File: config.mk
export PLATFORM = sky130hd
export DESIGN_NAME = swmf_queue
export DESIGN_NICKNAME = d
export VERILOG_FILES = /design/src/hdl/sliding_window_median_filter_core_defines.svh /design/src/hdl/swmf_pkg.sv /design/src/hdl/swmf_queue.sv
export SDC_FILE = /design/constraint.sdc
export NUM_CORES = 1
export LEC_CHECK = 0
export ABC_AREA = 1
export BUFFER_PORTS_ARGS = -buffer_cell sky130_fd_sc_hd__buf_2
export CORE_MARGIN = 4
export CORE_UTILIZATION = 54
export CTS_BUF_LIST = sky130_fd_sc_hd__clkbuf_8
export DETAILED_ROUTE_END_ITERATION = 6
export HOLD_SLACK_MARGIN = 0.06
export PLACE_DENSITY_LB_ADDON = 0.05
export SETUP_SLACK_MARGIN = 0.2
export SYNTH_ARGS = -nofsm -noshare
export SYNTH_HDL_FRONTEND = slang
export SYNTH_SLANG_ARGS = --single-unit
File: constraint.sdc
create_clock -name clk -period 2 [get_ports clk]
set_input_delay 0 -clock clk [delete_from_list [all_inputs] [get_ports clk]]
set_output_delay 0 -clock clk [all_outputs]
set_load 0.01 [all_outputs]
File: src/hdl/sliding_window_median_filter_core_defines.svh
// Assertion macros used by the median filter back end.
`ifndef SLIDING_WINDOW_MEDIAN_FILTER_CORE_DEFINES_SVH
`define SLIDING_WINDOW_MEDIAN_FILTER_CORE_DEFINES_SVH

// same-cycle implication
`define SWMF_ASSERT_IMP(lbl, ck, rn, pre, post) \
  lbl: assert property (@(posedge ck) disable iff (!(rn)) (pre) |-> (post)) \
    else $error("swmf assertion failed");

// next-cycle implication
`define SWMF_ASSERT_NXT(lbl, ck, rn, pre, post) \
  lbl: assert property (@(posedge ck) disable iff (!(rn)) (pre) |=> (post)) \
    else $error("swmf assertion failed");

`endif

File: src/hdl/swmf_pkg.sv
// Types, constants and helpers of the sliding window median filter.
package swmf_pkg;

  localparam int MAX_MASK    = 7;
  localparam int MAX_WIDTH   = 2048;
  localparam int PIXEL_BITS  = 16;

  localparam int DATA_W      = 16;
  localparam int MASK_W      = 3;
  localparam int WID_W       = 12;
  localparam int HGT_W       = 16;
  localparam int CFG_W       = 16;
  localparam int CFG_IDX_W   = 2;

  localparam int COL_W       = $clog2(MAX_WIDTH);
  localparam int LINE_W      = $clog2(MAX_MASK);
  localparam int MSZ_W       = $clog2(MAX_MASK + 1);
  localparam int STORE_DEPTH = MAX_MASK * MAX_WIDTH;
  localparam int ADDR_W      = $clog2(STORE_DEPTH);
  localparam int NCELL       = MAX_MASK * MAX_MASK;
  localparam int CNT_W       = $clog2(NCELL + 1);
  localparam int IDX_W       = $clog2(NCELL);
  localparam int Q_DEPTH     = 4;
  localparam int QPTR_W      = $clog2(Q_DEPTH);

  localparam logic KIND_PIXEL = 1'b0;
  localparam logic KIND_DRAIN = 1'b1;

  typedef enum logic [CFG_IDX_W-1:0] {
    REG_MASK_ROWS    = 2'd0,
    REG_MASK_COLS    = 2'd1,
    REG_IMAGE_WIDTH  = 2'd2,
    REG_IMAGE_HEIGHT = 2'd3
  } reg_idx_t;

  typedef struct packed {
    logic [MSZ_W-1:0]  rows;
    logic [MSZ_W-1:0]  cols;
    logic [COL_W-1:0]  wm1;     // width - 1
    logic [HGT_W-1:0]  hmax;    // height - 1
    logic [MSZ_W-1:0]  hr;
    logic [MSZ_W-1:0]  hc;
    logic [MSZ_W-1:0]  rowlag;
    logic [MSZ_W-1:0]  collag;
    logic [CNT_W-1:0]  win_n;
    logic [IDX_W-1:0]  mid;
  } cfg_t;

  // queue entry: a line store write or one output job
  typedef struct packed {
    logic                  is_job;
    logic                  frame_last;
    logic                  run_last;
    logic [HGT_W-1:0]      row;
    logic [LINE_W-1:0]     line;
    logic [COL_W-1:0]      col;
    logic [PIXEL_BITS-1:0] pix;
  } task_t;

  function automatic logic [LINE_W-1:0] next_line(input logic [LINE_W-1:0] l);
    next_line = (l == LINE_W'(MAX_MASK - 1)) ? '0 : l + LINE_W'(1);
  endfunction

  function automatic logic [ADDR_W-1:0] store_addr(input logic [LINE_W-1:0] l,
                                                   input logic [COL_W-1:0] c);
    store_addr = ADDR_W'(l) * ADDR_W'(MAX_WIDTH) + ADDR_W'(c);
  endfunction

endpackage

File: src/hdl/swmf_queue.sv
// Short task queue between front and back.
module swmf_queue (
  input  logic            clk,
  input  logic            rst_n,
  input  logic            push,
  input  swmf_pkg::task_t push_data,
  input  logic            pop,
  output swmf_pkg::task_t pop_data,
  output logic            full,
  output logic            empty
);

  swmf_pkg::task_t                    mem_r [swmf_pkg::Q_DEPTH];
  logic [swmf_pkg::QPTR_W-1:0]        wp_r, rp_r;
  logic [swmf_pkg::QPTR_W:0]          cnt_r;

  assign full     = (cnt_r == (swmf_pkg::QPTR_W + 1)'(swmf_pkg::Q_DEPTH));
  assign empty    = (cnt_r == '0);
  assign pop_data = mem_r[rp_r];

  always_ff @(posedge clk) begin
    if (push) begin
      mem_r[wp_r] <= push_data;
    end
  end

  always_ff @(posedge clk) begin
    if (!rst_n) begin
      wp_r  <= '0;
      rp_r  <= '0;
      cnt_r <= '0;
    end else begin
      if (push) wp_r <= wp_r + 1'b1;
      if (pop)  rp_r <= rp_r + 1'b1;
      if (push && !pop)      cnt_r <= cnt_r + 1'b1;
      else if (pop && !push) cnt_r <= cnt_r - 1'b1;
    end
  end

endmodule

-- Word-level counts from Yosys, hierarchy flattened
Memories as Yosys holds them, arrays and structs flattened. A register that Yosys moved wholly into a read port is not among the register bits.
Cells that the tools add are included.
- add/sub/neg operators: 4
- equal/unequal tests: 1
- mux-type cells: 6
- reductions and logical operators: 6
- operators with widths (operator ; count):
    $mux W3 ; 2
    $add A2 B1 Y2 const B ; 2
    $mux W2 ; 2
    $add A3 B1 Y3 const B ; 1
    $eq A3 B3 Y1 const B ; 1
    $logic_not A3 Y1 ; 1
    $sub A3 B1 Y3 const B ; 1
    $logic_and A1 B1 Y1 ; 2
    $logic_not A1 Y1 ; 2
    $mux W1 ; 2
    $reduce_bool A2 Y1 ; 1
- register bits after elaboration: 7
- memory bits (writable): 196
- input bits: 53
- output and inout port bits: 51
- logic and storage cells: 21
- memories kept: 1
- memory list (name ; words ; width ; read ports ; clocked after memory_dff ; write ports ; line ; source):
    mem_r ; 4 ; 49 ; 1 ; 1 ; 1 ; swmf_queue.sv:13 ; swmf_pkg::task_t mem_r [swmf_pkg::Q_DEPTH];

-- Depth between registers and ports, before layout
- word-level depth: 4
- gate-level depth with buffers: 10
- mapped depth without buffers: 10

-- Worst setup path before layout
Ideal clock, no wire load.
- path type: register -> register
- start point: register wp_r[0] (netlist bit)
- end point: memory mem_r[2][0] (netlist bit) (enable)
- library setup time: 0.403 ns
- arrival time: 1.546 ns
- required time: 1.597 ns
- slack: 0.050 ns
- cell stages (with the launch flop): 5
- buffers on the path: 0
- clock period less this slack: 1.950 ns
- cell sequence: dfxtp_1 inv_1 ha_1 nand2_1 inv_1
- RTL lines (what ; line ; source):
    from (decl) ; swmf_queue.sv:14 ; logic [swmf_pkg::QPTR_W-1:0] wp_r, rp_r;
    from (signal assigned) ; swmf_queue.sv:33 ; if (push) wp_r <= wp_r + 1'b1;
    to (decl) ; swmf_queue.sv:13 ;
Straight into the memory's write port.

==> run_results.csv <==
group,metric,value,unit
timing,worstMarginPinSlew,0.306,ns
timing,slew_viol_final,0,
hold_path,min_path_type,"in2reg",
timing,setup_ws,0.237,ns
power_and_ir_drop,power.leakage,3.60,nW
status,outcome,"complete, no violations",
synthesis,synthCells,532,
timing,grt_setup_unrepaired,"true",
layout,postLayoutCoreUtil,70.8,%
drt,drtAntennaViolNets,0,
drt,routed_wl,17600,um
worst_setup_path,crit_chain,"buf_4 -> buf_4 -> clkinv_8 -> nor2_1 -> o22ai_1 -> buf_2",
layout,drive_above_1_share,24.1,%
synthesis,synth.distinct_cells,21,
layout,nNetsFinal,781,
layout,multiInputGateArea,1380,um2
place,dpl.hpwl,8860,um
clock_tree,cts_buffers,35,
synthesis,ys_warn_count,0,
timing,hold_viol,0,
timing,finClkSkew,0.00699,ns
drt,drt_iter0_drc,383,
worst_setup_path,crit_slowest_cell,"dfxtp_4",
clock_tree,cts_sinks,205,
layout,fillCellCount,954,
drt,met3_length,1270,um
clock_tree,htreeDepth,2,
synthesis,syn_nets,591,
synthesis,synth-edff-count,196,
clock_tree,cts_tree,"yes",
synthesis,yosysSeqAreaShare,78.8,%
floorplanning,die_area,16200,um2
global_routing,grt_usage,20.9,%
drt,vias,5022,
clock_tree,root_buffer,"clkbuf_8",
timing,timing.fmax,567,MHz
timing,finalSetupViolCount,0,
floorplanning,pin_count,104,
synthesis,synth_flop_cell,"edfxtp_1",
place,preCtsSetupSlack,0.417,ns
timing,period_needed,1.76,ns
job,max-cap-violations,0,
layout,layout.area.seq,6070,um2
drt,routedWlPerCell,19.0,um
worst_setup_path,crit_type,"reg2out",
place,portBuffers,103,
clock_tree,clockBufferDepth,3,
timing,relSlewSlack,79.6,%
global_routing,grt_pass1_vias,5113,
power_and_ir_drop,ir_worst_vdd,596,uV
worst_setup_path,end_kind,"primary output",
drt,wl_met1,7490,um
worst_setup_path,critPathLaunchType,"flip-flop",
worst_setup_path,worstPathArrival,1.76,ns
synthesis,ys_ff_latch,205,
floorplanning,die_w,127,um
hold_path,min-delay-start,"push_data[7]",
floorplanning,die_y,127,um
timing,fin_setup_tns,0,ns
worst_setup_path,crit_required,2.00,ns
synthesis,avgSynthCellArea,14.5,um2
floorplanning,core,13900,um2
worst_setup_path,reg2reg_from,"wp_r[0]",
clock_tree,path_clk_slew,0.06,ns
global_routing,overflow,0,
layout,antenna_cells,0,
drt,top_layer,"met4",
global_routing,antenna_found_initial,0,
drt,viasPerCell,5.42,
worst_setup_path,critPathMaxFanout,21,
worst_setup_path,max_stage_delay,0.35,ns
timing,fin_crit_sh,88.2,%
global_routing,grt_pass1_wl,26600,um
drt,drc,0,
clock_tree,clock_latency,0.49,ns
global_routing,grt_max_degree,50,
floorplanning,rows,43,
worst_setup_path,path_common_cell,"buf_4",
layout,area_growth,28.2,%
drt,wl_met2,8620,um
floorplanning,start_util,55.3,%
place,place_congestion,0.755,
drt,drtPass1Iterations,4,
synthesis,async_reset_ff_share,0,%
synthesis,syn_area,7700,um2
power_and_ir_drop,p_per_area,951,nW/um2
## cell usage in the layout (no fill, tap or decap), types with 2 or more instances in the layout
cell type / n
o21ai_0: 93
dlygate4sd3_1: 53
buf_4: 12
nor2_1: 103
buf_2: 103
edfxtp_1: 196
clkinvlp_4: 4
clkinv_1: 12
clkbuf_8: 37
inv_1: 20
a21oi_1: 4
o21ai_1: 11
buf_12: 7
dfxtp_1: 7
buf_6: 2
ha_1: 5
clkbuf_16: 2
clkinv_2: 2
buf_16: 3
o22ai_1: 48
nor3_1: 2
nand2_1: 9
## layout make-up
type                    instances  area share, %
clock buffers                  37           5.16
clock inverters                24           1.20
inverters                      17           1.12
multi-input cells             279           14.0
flip-flops and latches        205           61.5
well taps                     180           2.28
repair buffers                182           14.5
repair inverters                2          0.279
## where the power goes
| part | internal (mW) | leakage, nW | switching [mW] |
|---|---|---|---|
| clock | 1.83 | 0.355 | 1.54 |
| sequential | 4.90 | 1.88 | 0.0505 |
| combinational | 0.435 | 1.37 | 0.634 |
| total | 7.17 | 3.60 | 2.23 |
## critical path: cells and delay by family, from the launching register on
kind,cells,cell delay (ns)
buffers and inverters,4,0.64
DFF,1,0.35
AOI/OAI and AO/OA,1,0.23
and+or+nand+nor,1,0.05
## logic make-up after synthesis
kind of cell | synth area share (%)
and+or+nand+nor | 5.73
AOI/OAI and AO/OA | 11.0
buffers and inverters | 3.44
DFF | 78.8
adders and majority gates | 1.07
## cell usage after synthesis (5+ instances only)
library cell | n | area, um2
edfxtp_1 | 196 | 5890
nor2_1 | 103 | 387
o21ai_0 | 99 | 495
o22ai_1 | 49 | 307
inv_1 | 15 | 56.3
buf_2 | 12 | 60.1
dfxtp_1 | 9 | 180
nand2_1 | 9 | 33.8
buf_6 | 7 | 78.8
clkbuf_1 | 6 | 22.5
ha_1 | 5 | 62.6
o21ai_1 | 5 | 25.0
## per-layer routing
metal | vias up | global-route usage [%]
met5 | - | 0
met4 | 0 | 6.37
met3 | 23 | 3.97
met2 | 182 | 34.6
met1 | 2447 | 28.6
li1 | 2370 | -
## final timing paths
| path | cells after the start | slack [ns] | endpoint |
|---|---|---|---|
| max | 6 | 0.24 | pop_data[3] |
| min | 2 | 0.25 | mem_r[3][7] |
| min reg2reg | 1 | 0.46 | flip-flop |
| max reg2reg | 5 | 0.40 | mem_r[0][4] |
## per-stage QoR
step	instances	instance area, um2	power, mW	hold WS, ns
final	926	9870	9.39	0.253
after detailed placement	798	8450	5.92	0.215
after global routing	926	9870	9.80	0.243
after floorplan	532	7720	5.52	0.0989
after global placement	798	8450	5.89	0.212
after CTS	918	9720	9.41	0.219
## registers in the layout, indices dropped and copies added, names as in the netlist, named ones only
register,count
wp_r,2
cnt_r,3
mem_r,196
rp_r,2
## timing repair
item / 4_1_cts / 5_1_grt
pin swaps: 0 / 1
cloned: 1 / 4
gates resized for setup: 9 / 13
hold endpoints to repair: 205 / 0
buffers inserted: 5 / 4
hold buffers: 53 / 0
endpoints found under the setup margin: 49 / 42
(Power assumes the default switching activity.)
