### config.mk
export PLATFORM = sky130hd
export DESIGN_NAME = swmf_front
export DESIGN_NICKNAME = d
export VERILOG_FILES = /design/src/hdl/sliding_window_median_filter_core_defines.svh /design/src/hdl/swmf_pkg.sv /design/src/hdl/swmf_front.sv
export SDC_FILE = /design/constraint.sdc
export NUM_CORES = 1
export LEC_CHECK = 0
export ABC_AREA = 1
export BUFFER_PORTS_ARGS = -buffer_cell sky130_fd_sc_hd__buf_2
export CORE_UTILIZATION = 53
export DETAILED_ROUTE_END_ITERATION = 10
export PLACE_DENSITY = 0.79
export SLEW_MARGIN = 15
export SYNTH_ARGS = -nofsm -noshare
export SYNTH_HDL_FRONTEND = slang
export SYNTH_SLANG_ARGS = --single-unit
export TNS_END_PERCENT = 50
### constraint.sdc
create_clock -name clk -period 3.27 [get_ports clk]
set_input_delay 0.327 -clock clk [delete_from_list [all_inputs] [get_ports clk]]
set_output_delay 0.327 -clock clk [all_outputs]
set_load 0.01 [all_outputs]
### src/hdl/sliding_window_median_filter_core_defines.svh
// Assertion macros used by the median filter back end.
`ifndef SLIDING_WINDOW_MEDIAN_FILTER_CORE_DEFINES_SVH
`define SLIDING_WINDOW_MEDIAN_FILTER_CORE_DEFINES_SVH

// same-cycle implication
`define SWMF_ASSERT_IMP(lbl, ck, rn, pre, post) \
  lbl: assert property (@(posedge ck) disable iff (!(rn)) (pre) |-> (post)) \
    else $error("swmf assertion failed");

// next-cycle implication
`define SWMF_ASSERT_NXT(lbl, ck, rn, pre, post) \
  lbl: assert property (@(posedge ck) disable iff (!(rn)) (pre) |=> (post)) \
    else $error("swmf assertion failed");

`endif

### src/hdl/swmf_pkg.sv
// Types, constants and helpers of the sliding window median filter.
package swmf_pkg;

  localparam int MAX_MASK    = 7;
  localparam int MAX_WIDTH   = 2048;
  localparam int PIXEL_BITS  = 16;

  localparam int DATA_W      = 16;
  localparam int MASK_W      = 3;
  localparam int WID_W       = 12;
  localparam int HGT_W       = 16;
  localparam int CFG_W       = 16;
  localparam int CFG_IDX_W   = 2;

  localparam int COL_W       = $clog2(MAX_WIDTH);
  localparam int LINE_W      = $clog2(MAX_MASK);
  localparam int MSZ_W       = $clog2(MAX_MASK + 1);
  localparam int STORE_DEPTH = MAX_MASK * MAX_WIDTH;
  localparam int ADDR_W      = $clog2(STORE_DEPTH);
  localparam int NCELL       = MAX_MASK * MAX_MASK;
  localparam int CNT_W       = $clog2(NCELL + 1);
  localparam int IDX_W       = $clog2(NCELL);
  localparam int Q_DEPTH     = 4;
  localparam int QPTR_W      = $clog2(Q_DEPTH);

  localparam logic KIND_PIXEL = 1'b0;
  localparam logic KIND_DRAIN = 1'b1;

  typedef enum logic [CFG_IDX_W-1:0] {
    REG_MASK_ROWS    = 2'd0,
    REG_MASK_COLS    = 2'd1,
    REG_IMAGE_WIDTH  = 2'd2,
    REG_IMAGE_HEIGHT = 2'd3
  } reg_idx_t;

  typedef struct packed {
    logic [MSZ_W-1:0]  rows;
    logic [MSZ_W-1:0]  cols;
    logic [COL_W-1:0]  wm1;     // width - 1
    logic [HGT_W-1:0]  hmax;    // height - 1
    logic [MSZ_W-1:0]  hr;
    logic [MSZ_W-1:0]  hc;
    logic [MSZ_W-1:0]  rowlag;
    logic [MSZ_W-1:0]  collag;
    logic [CNT_W-1:0]  win_n;
    logic [IDX_W-1:0]  mid;
  } cfg_t;

  // queue entry: a line store write or one output job
  typedef struct packed {
    logic                  is_job;
    logic                  frame_last;
    logic                  run_last;
    logic [HGT_W-1:0]      row;
    logic [LINE_W-1:0]     line;
    logic [COL_W-1:0]      col;
    logic [PIXEL_BITS-1:0] pix;
  } task_t;

  function automatic logic [LINE_W-1:0] next_line(input logic [LINE_W-1:0] l);
    next_line = (l == LINE_W'(MAX_MASK - 1)) ? '0 : l + LINE_W'(1);
  endfunction

  function automatic logic [ADDR_W-1:0] store_addr(input logic [LINE_W-1:0] l,
                                                   input logic [COL_W-1:0] c);
    store_addr = ADDR_W'(l) * ADDR_W'(MAX_WIDTH) + ADDR_W'(c);
  endfunction

endpackage

### src/hdl/swmf_front.sv
// Front end: accepts requests, tracks positions, queues writes and jobs.
module swmf_front (
  input  logic                            clk,
  input  logic                            rst_n,
  input  logic                            restart_i,
  input  swmf_pkg::cfg_t                  cfg_i,
  input  logic                            in_tvalid,
  output logic                            in_tready,
  input  logic [swmf_pkg::DATA_W-1:0]     in_tdata,
  input  logic                            in_tuser,
  output logic                            push_o,
  output swmf_pkg::task_t                 push_data_o,
  input  logic                            q_full_i
);

  typedef enum logic {F_IDLE, F_EMIT} fstate_t;

  fstate_t                          state_r, state_nxt;
  logic [swmf_pkg::HGT_W-1:0]       in_row_r, in_row_nxt, out_row_r, out_row_nxt;
  logic [swmf_pkg::COL_W-1:0]       in_col_r, in_col_nxt, out_col_r, out_col_nxt;
  logic [swmf_pkg::LINE_W-1:0]      in_line_r, in_line_nxt, out_line_r, out_line_nxt;
  logic [swmf_pkg::COL_W-1:0]       pc_r, pc_nxt;

  logic accept, full, last_pos, start_ok, more;
  swmf_pkg::task_t job;

  function automatic logic need_ok(input logic [swmf_pkg::COL_W-1:0] col,
                                   input logic [swmf_pkg::COL_W-1:0] pc,
                                   input logic [swmf_pkg::MSZ_W-1:0] lag,
                                   input logic [swmf_pkg::COL_W-1:0] wm1);
    logic [swmf_pkg::COL_W:0] s;
    s = {1'b0, col} + (swmf_pkg::COL_W + 1)'(lag);
    need_ok = (s > {1'b0, wm1}) ? (wm1 <= pc) : (s[swmf_pkg::COL_W-1:0] <= pc);
  endfunction

  assign in_tready = (state_r == F_IDLE) && !q_full_i;
  assign accept    = in_tvalid && in_tready;
  assign full      = (in_row_r > cfg_i.hmax);
  assign last_pos  = (out_row_r == cfg_i.hmax) && (out_col_r == cfg_i.wm1);
  assign start_ok  = (in_row_r >= swmf_pkg::HGT_W'(cfg_i.rowlag)) &&
                     (out_row_r == in_row_r - swmf_pkg::HGT_W'(cfg_i.rowlag)) &&
                     need_ok(out_col_r, in_col_r, cfg_i.collag, cfg_i.wm1);
  assign more      = !last_pos && (out_col_r != cfg_i.wm1) &&
                     need_ok(out_col_r + 1'b1, pc_r, cfg_i.collag, cfg_i.wm1);

  always_comb begin
    job            = '0;
    job.is_job     = 1'b1;
    job.frame_last = last_pos;
    job.row        = out_row_r;
    job.line       = out_line_r;
    job.col        = out_col_r;
    job.run_last   = (state_r == F_IDLE) ? 1'b1 : !more;
  end

  always_comb begin
    push_o      = 1'b0;
    push_data_o = job;
    if (state_r == F_IDLE) begin
      if (accept && (in_tuser == swmf_pkg::KIND_PIXEL) && !full) begin
        push_o             = 1'b1;
        push_data_o        = '0;
        push_data_o.line   = in_line_r;
        push_data_o.col    = in_col_r;
        push_data_o.pix    = in_tdata[swmf_pkg::PIXEL_BITS-1:0];
      end else if (accept && (in_tuser == swmf_pkg::KIND_DRAIN) && full) begin
        push_o = 1'b1;
      end
    end else begin
      push_o = !q_full_i;
    end
  end

  always_comb begin
    state_nxt    = state_r;
    in_row_nxt   = in_row_r;
    in_col_nxt   = in_col_r;
    in_line_nxt  = in_line_r;
    out_row_nxt  = out_row_r;
    out_col_nxt  = out_col_r;
    out_line_nxt = out_line_r;
    pc_nxt       = pc_r;
    if (restart_i) begin
      state_nxt    = F_IDLE;
      in_row_nxt   = '0;
      in_col_nxt   = '0;
      in_line_nxt  = '0;
      out_row_nxt  = '0;
      out_col_nxt  = '0;
      out_line_nxt = '0;
    end else begin
      if (state_r == F_IDLE && accept && (in_tuser == swmf_pkg::KIND_PIXEL) && !full) begin
        if (in_col_r == cfg_i.wm1) begin
          in_col_nxt  = '0;
          in_row_nxt  = in_row_r + 1'b1;
          in_line_nxt = swmf_pkg::next_line(in_line_r);
        end else begin
          in_col_nxt = in_col_r + 1'b1;
        end
        if (start_ok) begin
          state_nxt = F_EMIT;
          pc_nxt    = in_col_r;
        end
      end
      if (push_o && (state_r == F_EMIT || in_tuser == swmf_pkg::KIND_DRAIN)) begin
        if (last_pos) begin
          in_row_nxt   = '0;
          in_col_nxt   = '0;
          in_line_nxt  = '0;
          out_row_nxt  = '0;
          out_col_nxt  = '0;
          out_line_nxt = '0;
        end else if (out_col_r == cfg_i.wm1) begin
          out_col_nxt  = '0;
          out_row_nxt  = out_row_r + 1'b1;
          out_line_nxt = swmf_pkg::next_line(out_line_r);
        end else begin
          out_col_nxt = out_col_r + 1'b1;
        end
        if (state_r == F_EMIT && !more) begin
          state_nxt = F_IDLE;
        end
      end
    end
  end

  always_ff @(posedge clk) begin
    if (!rst_n) begin
      state_r    <= F_IDLE;
      in_row_r   <= '0;
      in_col_r   <= '0;
      in_line_r  <= '0;
      out_row_r  <= '0;
      out_col_r  <= '0;
      out_line_r <= '0;
      pc_r       <= '0;
    end else begin
      state_r    <= state_nxt;
      in_row_r   <= in_row_nxt;
      in_col_r   <= in_col_nxt;
      in_line_r  <= in_line_nxt;
      out_row_r  <= out_row_nxt;
      out_col_r  <= out_col_nxt;
      out_line_r <= out_line_nxt;
      pc_r       <= pc_nxt;
    end
  end

endmodule

Yosys cells after proc, flatten, opt, wreduce, memory -nomap -nowiden
Index checks and enable logic that the tools add are counted.

cells by class
  mux-type cells = 32
  equal/unequal tests = 7
  reduce and logical (&&, ||, !) cells = 25
  bitwise operators = 4
  divide/modulo/power cells = 0
  shift operators = 0
  magnitude comparators = 8
  add/sub/neg operators = 9
  $mul = 0

operators with widths
  kind                                                             number
  49-bit 2-to-1 mux                                                2
  16-bit 2-to-1 mux                                                6
  11-bit 2-to-1 mux                                                6
  11-bit less-or-equal comparator                                  4
  16-bit by 1-bit adder with 16-bit output, second input constant  2
  16-bit equality test                                             2
  11-bit by 3-bit adder with 12-bit output                         2
  12-bit by 11-bit > comparator with 1-bit output                  2
  3-bit 2-to-1 mux                                                 8
  11-bit by 1-bit adder with 11-bit output, second input constant  2
  11-bit equality test                                             2
  16-bit by 3-bit greater-or-equal comparator with 1-bit output    1
  16-bit > comparator                                              1
  1-bit logical AND                                                16
  16-bit by 3-bit subtractor with 16-bit output                    1
  11-bit inequality test                                           1
  1-bit 2-to-1 mux                                                 10
  3-bit by 1-bit adder with 3-bit output, second input constant    2
  3-bit equality test, second input constant                       2
  1-bit zero test                                                  4
  1-bit inverter                                                   4
  3-bit AND reduction                                              1
  2-bit AND reduction                                              1
  2-bit nonzero test                                               1
  2 further kinds                                                  2

storage, ports and cells
  word-level logic and storage cells = 93
  output and inout bits = 51
  bits in writable memories = 0
  latch bits = 0
  memories = 0
  bits in registers = 72
  bits of input ports = 79
  memory bits (read-only) = 0

Depth between registers and ports, before layout
  word-level depth = 10
  depth in mapped cells = 27
  gate-level depth less buffers = 27

Least setup slack after synthesis
No wires, ideal clock.

  path type = reg-to-output
  from = register out_col_r[0] (netlist name)
  to = output port push_data_o[46] (netlist name)
  arrival = 3069 ps
  slack = -126 ps
  path buffers = 0
  stages on the path, launching flop included = 19
  data required time = 2943 ps
  cells stage by stage = dfxtp_1 ha_1 xor2_1 ha_1 nand2_1 a21oi_1 inv_1 nor3_1 nand2_1 xnor2_1 ha_1 nand2_1 nor3_1 a21boi_0 o21ai_0 nand3b_1 nand3_1 nand2_1 nand2_1

RTL lines
  what                    RTL line           text
  start, declared         swmf_front.sv:20   logic [swmf_pkg::COL_W-1:0] in_col_r, in_col_nxt, out_col_r, out_col_nxt;
  start signal, assigned  swmf_front.sv:143  out_col_r <= out_col_nxt;
  end, declared           swmf_front.sv:12   output swmf_pkg::task_t push_data_o,

==> impl_metrics.yaml <==
status:
  status: "finished, violations left"
  violations: "negative setup slack"
cts:
  cts_tree: "yes"
  cts.clk_slew.worst_paths_ns: 0.06
  cts_sinks: 72
  clock_path_buffers: 2
  cts_max_level: 3
  insertion_delay_ns: 0.35
  clock-root-buffer: "clkbuf_16"
  numCtsBuffers: 9
worst_setup_path:
  r2r_slack_ns: -0.33
  cp_num_buf_inv: 5
  worstRegToRegCells: 24
  path_cells: "buf_6, buf_4, inv_4, ha_4, fa_2, nand2_2, a21oi_4, inv_2, nor3_4, nand2_2, xnor2_2, ha_1, nand2_2, nor3_2, a21boi_2, o21ai_1, nand3b_1, nand3_2, nand2_2, nand2_2, buf_6"
  worstSetupStartpoint: "out_col_r[0]"
  cpMaxStageDelayCell: "dfxtp_4"
  timing_worst_setup_path_type: "reg2out"
  max_stage_delay_ns: 0.36
  required_ns: 2.94
  cp_common_cell: "nand2_2"
  worstPathArrival_ns: 3.50
  r2r_start: "out_col_r[0]"
  crit_fanout: 3
  endpoint_kind: "primary output"
  critical-path-top-delay-family: "simple AND/OR/NAND/NOR gates"
  cp-start-kind: "register"
  crit_cells: 21
floorplanning:
  die_area_sq_um: 15600
  start_util: 0.547
  die_height_microns: 125
  fp.dieW_microns: 125
  coreArea_sq_um: 14600
  io_pins: 130
  fp-row-count: 44
place:
  place.gp.congestion: 0.995
  place_area_sq_um: 9140
  numPortBuffers: 105
  dp_hpwl_microns: 19700
synthesis:
  synth_top_area_frac: 0.181
  synth_ff_type: "dfxtp_1"
  synth_seq_cells: 72
  ys_async_sr_fraction: 0
  seq_area_frac_synth: 0.181
  syn_nets: 1468
  avgSynthCellArea_sq_um: 6.18
  synthMostInstantiatedCell: "nand2_1"
  synth_edf_count: 0
  netlist_area_sq_um: 7980
  yosysTopAreaCell: "dfxtp_1"
  syn-instance-count: 1291
  synth_cell_types: 45
  synth_commonest_cells: "296 x nand2_1, 181 x nor2_1, 178 x inv_1, 95 x ha_1, 77 x a21oi_1"
  yosys-top-cells-area: "dfxtp_1 18%, ha_1 15%, nand2_1 14%"
  ys_warn_count: 0
job:
  cap_violations: 0
routing:
  vias_per_cell: 5.61
  detail_route.wl_per_cell_microns: 16.0
  wl_microns: 26400
  ant_nets: 0
  num_vias: 9232
  drc: 0
  drtIter0Drc: 767
  dr.pass1.iters: 6
sta:
  final_hold_viol_count: 0
  tightest_slew_ns: 0.753
  slew_viol_final: 0
  setup_violations: 13
  relSlewSlack: 0.493
  period_needed_ns: 3.82
  rsz0062_at_grt: "true"
  holdWs_ns: 0.308
  fin_ws_ns: -0.555
  timing.fmax_ghz: 0.261
  min_period_over_period: 1.17
  fin_worst_skew_ns: 0.0104
power:
  p_leak_nw: 4.76
  peakVddDrop_v: 0.000220
  power_density_nw_per_um2: 239
global_routing:
  grt_max_degree: 40
  overflow: 0
  grt_pass1_vias: 8257
  antenna_found_initial: 0
  grt_pass1_wl_microns: 40700
  grtUsageTotal: 0.325
finish:
  nNetsFinal: 1634
  fillers: 1221
  drive_gt1_frac: 0.211
  areaGrowthSynthToFinish_pct: 24.5
  final_area_sq_um: 9940
  antenna_cells: 0
  final_util: 0.681
  ff_latch_area_sq_um: 1450
  multi_input_area_sq_um: 6000
min_path:
  hp-start: "rst_n"
  min_path_type: "in2reg"
  hold_path_depth: 3
[through the flow]
stage | setup TNS (ns) | power [W] | setup slack (ns) | cells
after floorplan | 0 | 0.00115 | 0.00161 | 1291
after global placement | -0.271 | 0.00128 | -0.190 | 1617
after detailed placement | -2.27 | 0.00129 | -0.316 | 1617
after CTS | -0.871 | 0.00236 | -0.431 | 1640
after global routing | -5.08 | 0.00247 | -0.798 | 1645
final | -2.19 | 0.00238 | -0.555 | 1645
[worst min-delay path: cells and delay by family]
kind,cells,cell delay [ns]
buf+inv,1,0.17
simple gates,2,0.12
[per-layer routing]
metal / GRT usage / share of wire
met2: 0.551 / 0.46
met1: 0.402 / 0.40
met3: 0.0494 / 0.086
met5: 0 / 0
met4: 0.153 / 0.052
[flip-flops by register name, summed over array words and instances, names as in the netlist]
signal and cells:
in_col_r 11, in_line_r 3, in_row_r 16, out_col_r 11, out_line_r 3, out_row_r 16
pc_r 11, state_r 1
[what timing repair did]
action | 4_1_cts | 5_1_grt
resized for setup | 38 | 49
pin swaps | 9 | 29
hold buffers | 0 | 0
endpoints found under the setup margin | 13 | 18
setup buffers | 7 | 4
gates cloned | 1 | 1
[cells in the final DEF, fill, tap and decap left out, types with 7 or more instances in the layout]
cell type	n
ha_4	7
nand4_1	46
ha_1	88
nand2_2	23
a21oi_1	72
clkbuf_16	9
o21ai_0	49
nor3_1	27
nor4_1	7
dfxtp_1	69
nor2_2	13
inv_1	175
buf_2	104
xnor2_1	14
buf_4	88
nor2_1	175
xor2_1	53
nand2_1	279
nand3_1	69
[final timing paths]
check,endpoint
setup / recovery,push_data_o[46]
setup reg to reg,state_r
hold / removal,pc_r[7]
hold reg to reg,pc_r[4]
[area by class of cell]
type	instances	area share
timing repair buffer	198	0.126
inverter	183	0.0698
sequential	72	0.146
clock inverter	5	0.00818
clock buffer	10	0.0230
tap	184	0.0232
multi-input combinational	993	0.604
[logic make-up (layout without fill, tap and decap cells)]
kind of cell,Yosys count,after routing,share of synthesized area
buf+inv,226,396,0.113
fa+ha+maj,98,98,0.156
flops,72,72,0.181
simple gates,671,671,0.369
compound gates,151,151,0.100
xor+xnor,73,73,0.0801
[report_power, final]
part | switching [W] | internal [W] | total [W]
registers | 0.00000361 | 0.000878 | 0.000882
clock network | 0.000399 | 0.000665 | 0.00106
logic | 0.000260 | 0.000172 | 0.000431
total | 0.000662 | 0.00172 | 0.00238
No activity file was read; power rests on OpenSTA's default activity.
